<file path="src/rtl/rctt_pkg.sv">
package rctt_pkg;

  localparam int RCTT_TABLE_ENTRIES   = 16;
  localparam int RCTT_SLOTS_PER_ENTRY = 4;

  localparam int ADDR_W = 48;
  localparam int CYC_W  = 48;

  typedef enum logic [1:0] {
    OP_INSERT = 2'd0,
    OP_CHECK  = 2'd1,
    OP_EXPIRE = 2'd2,
    OP_NOP    = 2'd3
  } rctt_op_t;

  typedef struct packed {
    logic [1:0]        opcode;
    logic [ADDR_W-1:0] address;
    logic [CYC_W-1:0]  cycle_value;
  } rctt_in_t;

  typedef struct packed {
    logic       full_res;
    logic       accepted;
    logic [4:0] entries_used;
    logic [2:0] slots_used;
    logic [4:0] peak_entries;
    logic [2:0] peak_slots;
  } rctt_out_t;

  // Token that walks the cell chain.
  typedef struct packed {
    logic vld;    // token present at this cell
    logic exec;   // 0: lookup pass, 1: execute pass
    logic hit;    // address found (lookup result, carried into execute)
    logic alloc;  // an entry was allocated upstream
    logic acc;    // insert accepted
    logic full;   // check found the addressed entry full
  } rctt_tok_t;

endpackage

</file>
<file path="src/rtl/rctt_cell.sv">
module rctt_cell import rctt_pkg::*; #(
  parameter int TABLE_ENTRIES   = RCTT_TABLE_ENTRIES,
  parameter int SLOTS_PER_ENTRY = RCTT_SLOTS_PER_ENTRY,
  localparam int CW = $clog2(TABLE_ENTRIES + 1),
  localparam int SW = $clog2(SLOTS_PER_ENTRY + 1)
) (
  input  logic            clk,
  input  logic            rst,
  input  rctt_in_t        cmd,
  input  rctt_tok_t       tok_in,
  input  logic [CW-1:0]   cnt_in,
  input  logic [SW-1:0]   ns_in,
  output rctt_tok_t       tok_out,
  output logic [CW-1:0]   cnt_out,
  output logic [SW-1:0]   ns_out
);

  localparam int S = SLOTS_PER_ENTRY;

  logic                valid, valid_next;
  logic [ADDR_W-1:0]   address, address_next;
  logic [S-1:0]        slot_valid, slot_valid_next;
  logic [CYC_W-1:0]    slot_cycle [S];
  logic [CYC_W-1:0]    slot_cycle_next [S];

  rctt_tok_t           tok_next;
  logic [CW-1:0]       cnt_next;
  logic [SW-1:0]       ns_next;
  logic [SW-1:0]       pop;
  logic                match, match_after, alloc_here;
  logic [S-1:0]        eq, le, free, pick;

  always_comb begin
    valid_next      = valid;
    address_next    = address;
    slot_valid_next = slot_valid;
    slot_cycle_next = slot_cycle;
    tok_next        = tok_in;
    alloc_here      = 1'b0;
    match           = valid && (address == cmd.address);
    for (int s = 0; s < S; s++) begin
      eq[s] = slot_valid[s] && (slot_cycle[s] == cmd.cycle_value);
      le[s] = slot_valid[s] && (slot_cycle[s] <= cmd.cycle_value);
    end
    free = ~slot_valid;
    pick = free & (~free + S'(1));

    if (!tok_in.exec) begin
      tok_next.hit = tok_in.hit | match;
    end else begin
      case (rctt_op_t'(cmd.opcode))
        OP_INSERT: begin
          if (tok_in.hit) begin
            if (match) begin
              if (|eq) begin
                tok_next.acc = 1'b1;
              end else if (|free) begin
                slot_valid_next = slot_valid | pick;
                for (int s = 0; s < S; s++) begin
                  if (pick[s]) slot_cycle_next[s] = cmd.cycle_value;
                end
                tok_next.acc = 1'b1;
              end
            end
          end else if (!valid && !tok_in.alloc) begin
            // lowest free entry takes the new address
            valid_next         = 1'b1;
            address_next       = cmd.address;
            slot_valid_next    = S'(1);
            slot_cycle_next[0] = cmd.cycle_value;
            tok_next.alloc     = 1'b1;
            tok_next.acc       = 1'b1;
            alloc_here         = 1'b1;
          end
        end
        OP_CHECK: begin
          if (match) tok_next.full = &slot_valid;
        end
        OP_EXPIRE: begin
          if (valid) begin
            slot_valid_next = slot_valid & ~le;
            if (slot_valid_next == '0) valid_next = 1'b0;
          end
        end
        default: ;
      endcase
    end

    pop = '0;
    for (int s = 0; s < S; s++) begin
      pop = pop + SW'(slot_valid_next[s]);
    end
    match_after = valid_next && (match || alloc_here);
    ns_next     = match_after ? pop : ns_in;
    cnt_next    = cnt_in + CW'(valid_next);
  end

  always_ff @(posedge clk) begin
    if (rst) begin
      valid      <= 1'b0;
      slot_valid <= '0;
      tok_out    <= '0;
    end else begin
      tok_out <= tok_next;
      if (tok_in.vld && tok_in.exec) begin
        valid      <= valid_next;
        slot_valid <= slot_valid_next;
      end
    end
  end

  always_ff @(posedge clk) begin
    cnt_out <= cnt_next;
    ns_out  <= ns_next;
    if (tok_in.vld && tok_in.exec) begin
      address    <= address_next;
      slot_cycle <= slot_cycle_next;
    end
  end

endmodule
</file>
<file path="config.mk">
export PLATFORM = sky130hd
export DESIGN_NAME = rctt_cell
export DESIGN_NICKNAME = d
export VERILOG_FILES = /design/src/rtl/rctt_pkg.sv /design/src/rtl/rctt_cell.sv
export SDC_FILE = /design/constraint.sdc
export NUM_CORES = 1
export LEC_CHECK = 0
export BUFFER_PORTS_ARGS = -buffer_cell sky130_fd_sc_hd__buf_4
export CAP_MARGIN = 20
export CORE_AREA = 2 2 130 182
export DETAILED_ROUTE_END_ITERATION = 16
export DIE_AREA = 0 0 132 184
export GPL_ROUTABILITY_DRIVEN = 0
export PLACE_DENSITY = 0.8
export SYNTH_ARGS = -nofsm -noshare
export SYNTH_HDL_FRONTEND = slang
export SYNTH_SLANG_ARGS = --single-unit
</file>
<file path="constraint.sdc">
create_clock -name clk -period 18.35 [get_ports clk]
set_input_delay 2.7525 -clock clk [delete_from_list [all_inputs] [get_ports clk]]
set_output_delay 2.7525 -clock clk [all_outputs]
set_load 0.01 [all_outputs]
</file>
* Word-level counts from Yosys, hierarchy flattened
Index checks and enable logic that the tools add are counted.
** Operators by class
- $add $sub $neg :: 5
- $lt $le $gt $ge :: 4
- Equality and inequality tests :: 11
- Multiplexer cells :: 39
- Bitwise logic cells :: 9
- Reduce and logical (&&, ||, !) cells :: 26
** Operators with widths (number)
- $mux W192 :: 3
- $mux W48 :: 6
- $eq A48 B48 Y1 :: 5
- $le A48 B48 Y1 :: 4
- $reduce_and A8 Y1 :: 4
- $mux W4 :: 7
- $mux W1 :: 17
- $logic_and A1 B1 Y1 :: 12
- $not A4 Y4 :: 3
- $and A4 B4 Y4 :: 2
- $pmux W4 S2 :: 1
- $reduce_or A4 Y1 :: 2
- $mux W3 :: 2
- $ne A2 B1 Y1 const B :: 3
- $add A5 B1 Y5 :: 1
- $reduce_and A5 Y1 :: 1
- $add A4 B1 Y4 const B :: 1
- $logic_not A4 Y1 :: 1
- $mux W2 :: 2
- $or A4 B4 Y4 :: 1
- $reduce_and A4 Y1 :: 1
- $add A2 B1 Y3 :: 1
- $add A3 B1 Y3 :: 1
- $add A1 B1 Y2 :: 1
- other kinds (10) :: 12
** Storage, ports and cells
- Register bits after elaboration :: 259
- Input port bits :: 114
- Output and inout port bits :: 14
- Logic and storage cells :: 109

* Depth between registers and ports, before layout
- Word-level depth :: 15
- Gate-level depth with buffers :: 15
- Depth with buffers taken out :: 15

* Worst setup path after synthesis
No wires, ideal clock.
- Path kind :: in2reg
- Start point :: in cmd[22] (netlist name)
- End point :: reg slot_cycle[48] (netlist name) (enable)
- Arrival time :: 7.882 ns
- Setup slack :: 9.945 ns
- Stages on the path :: 10
- Path buffers :: 0
- Cells stage by stage :: inv_1 > ha_1 > and4_1 > nand4bb_1 > nor3_1 > nand3_1 > o2111a_1 > nand4_1 > or2_2 > nor3b_1
** Between the ends
- Longest elaborated chain between the ends :: 5
- Elaborated cells between the ends (all ways) :: 11
- Those cells by class :: 4 x eq/ne; 1 x bitwise; 6 x reduce/logical
** Ends and longest elaborated chain
- start: declaration :: line rctt_cell.sv:9 : input rctt_in_t cmd,
- $eq A48 B48 Y1 :: line rctt_cell.sv:42 : eq[s] = slot_valid[s] && (slot_cycle[s] == cmd.cycle_value);
- $logic_and A1 B1 Y1 :: line rctt_cell.sv:42
- $reduce_or A4 Y1 * :: line rctt_cell.sv:55 : if (|eq) begin
- $not A1 Y1 (no line) *
- $reduce_and A8 Y1 (no line) *
- end signal: assignment :: line rctt_cell.sv:117 : slot_cycle <= slot_cycle_next;
- end: declaration :: line rctt_cell.sv:23 : logic [CYC_W-1:0] slot_cycle [S];
Mark *: on every way between the ends. The rest lies on a longest branch, timed or not.
A chain may end at the register's enable or synchronous reset.

* Worst setup path in the final report
- Start point :: in cmd[39] (netlist name)
- End point :: reg ns_out[1]
** Between the ends
- Elaborated cells between the ends (all ways) :: 35
- Those cells by class :: 3 x add/sub; 4 x order compare; 4 x eq/ne; 11 x mux; 2 x bitwise; 11 x reduce/logical
** RTL lines
- branches (longest 6 deep; another with $le A48 B48 Y1)
- $pmux W4 S2 * :: line rctt_cell.sv:51 : case (rctt_op_t'(cmd.opcode))
- $mux W4 * :: line rctt_cell.sv:48 : if (!tok_in.exec) begin
- named net slot_valid_next[3] :: line rctt_cell.sv:22 : logic [S-1:0] slot_valid, slot_valid_next;
- $add A3 B1 Y3 * :: line rctt_cell.sv:91 : pop = pop + SW'(slot_valid_next[s]);
- $mux W3 * :: line rctt_cell.sv:94 : ns_next = match_after ? pop : ns_in;
- named net ns_next[1] :: line rctt_cell.sv:28 : logic [SW-1:0] ns_next;
- end signal: assignment :: line rctt_cell.sv:114 : ns_out <= ns_next;
- end: declaration :: line rctt_cell.sv:15 : output logic [SW-1:0] ns_out
Mark *: on every way through the listed nets, which the timed path passes.

==> impl_metrics.prom <==
# TYPE chip_impl_metric gauge
chip_impl_metric{name="final-hold-violation-count",unit=""} 0
chip_impl_info{name="cts.root.buffer_cell",value="sky130_fd_sc_hd__clkbuf_16"} 1
chip_impl_metric{name="leakage",unit="nW"} 6.34
chip_impl_metric{name="ys_seq_elements",unit=""} 259
chip_impl_metric{name="postSynthAreaPerCell",unit="sq um"} 12.8
chip_impl_info{name="synth_top_family_by_area",value="adder cells"} 1
chip_impl_metric{name="cts_post_setup_buffers_inserted",unit=""} 0
chip_impl_metric{name="die-area",unit="sq um"} 24300
chip_impl_metric{name="final_cell_count_no_fill",unit=""} 1526
chip_impl_metric{name="net_switching",unit="uW"} 286
chip_impl_info{name="critPathLaunch",value="cmd[39]"} 1
chip_impl_metric{name="post_drt_wl_per_cell",unit="um"} 19.4
chip_impl_info{name="rsz0062_at_grt",value="false"} 1
chip_impl_metric{name="cp_num_buf_inv",unit=""} 2
chip_impl_metric{name="internal_power",unit="mW"} 1.07
chip_impl_metric{name="cts_resized",unit=""} 0
chip_impl_info{name="worst_min_path_start",value="slot_valid[0]"} 1
chip_impl_metric{name="timing.final.crit_period",unit="ns"} 6.35
chip_impl_metric{name="initialDrtViolationCount",unit=""} 644
chip_impl_metric{name="detail_route.first_pass.iterations",unit=""} 5
chip_impl_metric{name="start_util",unit="%"} 59.4
chip_impl_metric{name="ys_async_sr_fraction",unit="%"} 0
chip_impl_metric{name="post_synth_fa_ha_maj_area_fraction",unit="%"} 18.5
chip_impl_metric{name="synthesis.yosys.warnings",unit=""} 0
chip_impl_metric{name="drv.max_cap_violation_count",unit=""} 0
chip_impl_metric{name="area_growth_syn_to_layout",unit="%"} 17.8
chip_impl_metric{name="synth_nets",unit=""} 1360
chip_impl_info{name="cts_tree",value="done"} 1
chip_impl_info{name="endpoint_kind",value="flop"} 1
chip_impl_metric{name="yosys-mux-area-fraction",unit="%"} 0.412
chip_impl_metric{name="antenna_found_initial",unit=""} 0
chip_impl_metric{name="sum_of_negative_setup_slack",unit="ns"} 0
chip_impl_metric{name="synth_top_cell_area_share",unit="%"} 53.9
chip_impl_metric{name="clkSlewWorstSetupHoldPaths",unit="ns"} 0.06
chip_impl_info{name="dominantRegCellSynth",value="sky130_fd_sc_hd__edfxtp_1"} 1
chip_impl_metric{name="finalWirelength",unit="um"} 29600
chip_impl_metric{name="layout.core_utilization",unit="%"} 69.9
chip_impl_metric{name="grtUsageTotal",unit="%"} 24.3
chip_impl_info{name="worst_path_most_repeated_cell",value="sky130_fd_sc_hd__ha_1"} 1
chip_impl_metric{name="synthXorXnorAreaFrac",unit="%"} 3.01
chip_impl_metric{name="max_freq",unit="MHz"} 158
chip_impl_metric{name="cts_inserted_buffers",unit=""} 27
chip_impl_metric{name="combinationalPowerShare",unit="%"} 7.8
chip_impl_metric{name="cts-htree-levels",unit=""} 1
chip_impl_metric{name="ant_nets",unit=""} 0
chip_impl_metric{name="clock_insertion_delay_worst_skew",unit="ns"} 0.54
chip_impl_metric{name="post_synth_num_cell_types",unit=""} 64
chip_impl_metric{name="synth-edff-count",unit=""} 240
chip_impl_metric{name="path_max_fanout",unit=""} 5
chip_impl_metric{name="first_global_vias",unit=""} 9247
chip_impl_info{name="cell_family_with_most_cp_delay",value="simple AND/OR/NAND/NOR gates"} 1
chip_impl_metric{name="fin_worst_skew",unit="ns"} 0.0148
chip_impl_metric{name="grt_pass1_wl",unit="um"} 46700
chip_impl_metric{name="vdd_drop_max",unit="V"} 0.0000921
chip_impl_info{name="worst-setup-path-type",value="in -> reg"} 1
chip_impl_metric{name="synth_seq_area_share",unit="%"} 56.7
chip_impl_metric{name="ports_placed_on_the_boundary",unit=""} 128
chip_impl_metric{name="nets",unit=""} 1516
chip_impl_metric{name="crit_path_max_incr_delay",unit="ns"} 0.67
chip_impl_metric{name="syn-instance-count",unit=""} 1049
chip_impl_metric{name="globalRoute.totalOverflow",unit=""} 0
chip_impl_metric{name="vias",unit=""} 8949
chip_impl_metric{name="setup_failing_eps_final",unit=""} 0
chip_impl_metric{name="antenna-diode-count",unit=""} 0
chip_impl_metric{name="tritoncts_num_sinks",unit=""} 259
chip_impl_metric{name="cell_count_post_placement",unit=""} 1476
chip_impl_metric{name="pin_count_of_the_biggest_net_entering_global_routing",unit=""} 50
chip_impl_info{name="outcome",value="complete, no violations"} 1
chip_impl_metric{name="switching_share",unit="%"} 21.1
chip_impl_metric{name="worst_slew_margin_rel",unit="%"} 40.0
chip_impl_metric{name="placeableCoreArea",unit="sq um"} 22500
chip_impl_info{name="reg2reg_from",value="slot_cycle[183]"} 1
chip_impl_metric{name="critical_path_required",unit="ns"} 18.77
chip_impl_metric{name="route.detailed.vias_per_inst",unit=""} 5.86
chip_impl_metric{name="portion_of_total_power_attributed_to_the_clock_network",unit="%"} 44.4
chip_impl_info{name="critical-path-slowest-cell",value="sky130_fd_sc_hd__nor4bb_1"} 1
chip_impl_metric{name="synth_compound_gate_area_share",unit="%"} 8.96
chip_impl_metric{name="max-clock-path-buffers",unit=""} 3
chip_impl_info{name="leading_cell_types_in_the_layout_fill_and_taps_excluded",value="240 x sky130_fd_sc_hd__edfxtp_1, 196 x sky130_fd_sc_hd__ha_1, 136 x sky130_fd_sc_hd__buf_4"} 1
chip_impl_metric{name="remaining_drc_errors",unit=""} 0
chip_impl_metric{name="layout-drive-gt1-share",unit="%"} 16.6
chip_impl_metric{name="timing.critical_path.arrival",unit="ns"} 6.77
chip_impl_metric{name="filler_cell_count",unit=""} 1620
chip_impl_metric{name="number_of_pins_exceeding_their_max_slew_limit_in_the_final_report",unit=""} 0
chip_impl_info{name="netlist_top_cells_area",value="sky130_fd_sc_hd__edfxtp_1 54%, sky130_fd_sc_hd__ha_1 18%, sky130_fd_sc_hd__a21oi_1 3.9%"} 1
chip_impl_info{name="critical_path.cell_chain",value="buf_4 > inv_1 > ha_1 > nand4_1 > nor4_1 > nor4bb_1 > nand3_1 > o2111a_1 > nand4_1 > nor2_1 > a21oi_1 > a21oi_1 > fa_1 > ha_1 > ha_1 > mux2_4"} 1
chip_impl_metric{name="dieWidth",unit="um"} 132
chip_impl_metric{name="final.period_utilization",unit="%"} 34.6
chip_impl_metric{name="simple_gate_share_of_the_synthesized_area",unit="%"} 10.1
chip_impl_metric{name="detailed_place_hpwl",unit="um"} 21800
chip_impl_metric{name="tightestPinTransition",unit="ns"} 0.892
chip_impl_metric{name="row_count",unit=""} 65
chip_impl_metric{name="die_height",unit="um"} 184
chip_impl_info{name="min_path_type",value="reg -> reg"} 1
chip_impl_metric{name="power_frac_seq",unit="%"} 47.9
chip_impl_metric{name="cts_hold_repair.buffers",unit=""} 0
chip_impl_metric{name="power_per_standard_cell_area",unit="nW/um^2"} 86.2
chip_impl_info{name="yosysTopAreaCell",value="sky130_fd_sc_hd__edfxtp_1"} 1
chip_impl_info{name="layout_commonest_cell",value="sky130_fd_sc_hd__edfxtp_1"} 1
chip_impl_metric{name="port_buffers",unit=""} 127
chip_impl_metric{name="synth.cell_area",unit="sq um"} 13400
chip_impl_info{name="cp-start-kind",value="input port"} 1
metrics by stage:
| step | worst slack (ns) | power, mW | area, sq um | hold slack (ns) |
|---|---|---|---|---|
| 2_1_floorplan | 9.95 | 0.718 | 13400 | 0.497 |
| 3_3_place_gp | 11.73 | 0.763 | 14800 | 0.532 |
| 3_5_place_dp | 11.56 | 0.767 | 14800 | 0.528 |
| 4_1_cts | 12.07 | 1.37 | 15700 | 0.538 |
| 5_1_grt | 11.84 | 1.40 | 15800 | 0.576 |
| 6_report | 12.00 | 1.36 | 15800 | 0.541 |
worst paths after layout:
check / to / slack, ns / depth (start not counted)
worst max register to register: ns_out[1] / 14.07 / 14
worst max-delay path: ns_out[1] / 12.00 / 16
worst min-delay path: slot_valid[0] / 0.54 / 2
worst min register to register: slot_valid[0] / 0.54 / 2
Yosys cell counts, types with 2 or more instances:
cell type and instances:
sky130_fd_sc_hd__edfxtp_1 240, sky130_fd_sc_hd__a211oi_1 4, sky130_fd_sc_hd__nand4_2 2, sky130_fd_sc_hd__or2_2 2, sky130_fd_sc_hd__a22oi_1 2, sky130_fd_sc_hd__o21ai_1 4, sky130_fd_sc_hd__o21a_1 4, sky130_fd_sc_hd__nand3_1 20
sky130_fd_sc_hd__a221oi_1 4, sky130_fd_sc_hd__or4_1 2, sky130_fd_sc_hd__a221o_1 2, sky130_fd_sc_hd__o2bb2ai_1 2, sky130_fd_sc_hd__nor3_1 15, sky130_fd_sc_hd__dfxtp_1 19, sky130_fd_sc_hd__o21ai_0 34, sky130_fd_sc_hd__nor2_1 78
sky130_fd_sc_hd__a21o_1 8, sky130_fd_sc_hd__a211o_1 3, sky130_fd_sc_hd__nor4_1 14, sky130_fd_sc_hd__nand4_1 52, sky130_fd_sc_hd__nand2_1 55, sky130_fd_sc_hd__xnor2_1 32, sky130_fd_sc_hd__nor3b_1 4, sky130_fd_sc_hd__nor2b_1 7
sky130_fd_sc_hd__a21oi_1 103, sky130_fd_sc_hd__mux2_4 3, sky130_fd_sc_hd__or3_1 2, sky130_fd_sc_hd__and4_1 2, sky130_fd_sc_hd__clkbuf_1 5, sky130_fd_sc_hd__xor2_1 14, sky130_fd_sc_hd__inv_1 67, sky130_fd_sc_hd__ha_1 196
sky130_fd_sc_hd__a31oi_1 5, sky130_fd_sc_hd__nand2b_1 4, sky130_fd_sc_hd__buf_6 3, sky130_fd_sc_hd__o211ai_1 8
flip-flops by register name, summed over array words and instances (netlist names):
register,count
address,48
ns_out,3
slot_cycle,192
slot_valid,4
cnt_out,5
valid,1
tok_out,6
tightest hold or removal path: cells and delay by family (launching register included):
kind	cells	cell delay, ns
AOI/OAI and AO/OA	2	0.15
DFF	1	0.35
per-layer routing:
metal	up-vias	part of all wire, %	track usage, %
met4	0	3.4	9.48
met3	66	6.5	4.74
met2	305	52	44.5
li1	4329	-	-
met5	-	0	0
met1	4249	38	28.0
power groups by stage:
stage | Clock [mW] | Combinational, mW | Sequential [mW]
3_3_place_gp | 0 | 0.101 | 0.662
5_1_grt | 0.631 | 0.118 | 0.650
2_1_floorplan | 0 | 0.0550 | 0.663
3_5_place_dp | 0 | 0.105 | 0.662
6_report | 0.602 | 0.106 | 0.650
4_1_cts | 0.611 | 0.106 | 0.650
cell families (layout without fill, tap and decap cells):
logic type               count (synthesis)  count (layout)
buffers and inverters                   77             253
adder cells (fa/ha/maj)                197             197
AND/OR/NAND/NOR                        267             267
AO/OA/AOI/OAI                          199             199
XOR/XNOR                                46              46
multiplexers                             4               4
flip-flops                             259             259
layout make-up:
cell class / instances / area (sq um) / area share [%]
clock buffers: 34 / 754 / 4.79
clock inverters: 15 / 241 / 1.53
inverters: 67 / 251 / 1.60
multi-input cells: 713 / 5520 / 35.0
flip-flops and latches: 259 / 7590 / 48.2
well taps: 301 / 377 / 2.39
repair buffers: 137 / 1030 / 6.51
(Power assumes the default switching activity.)
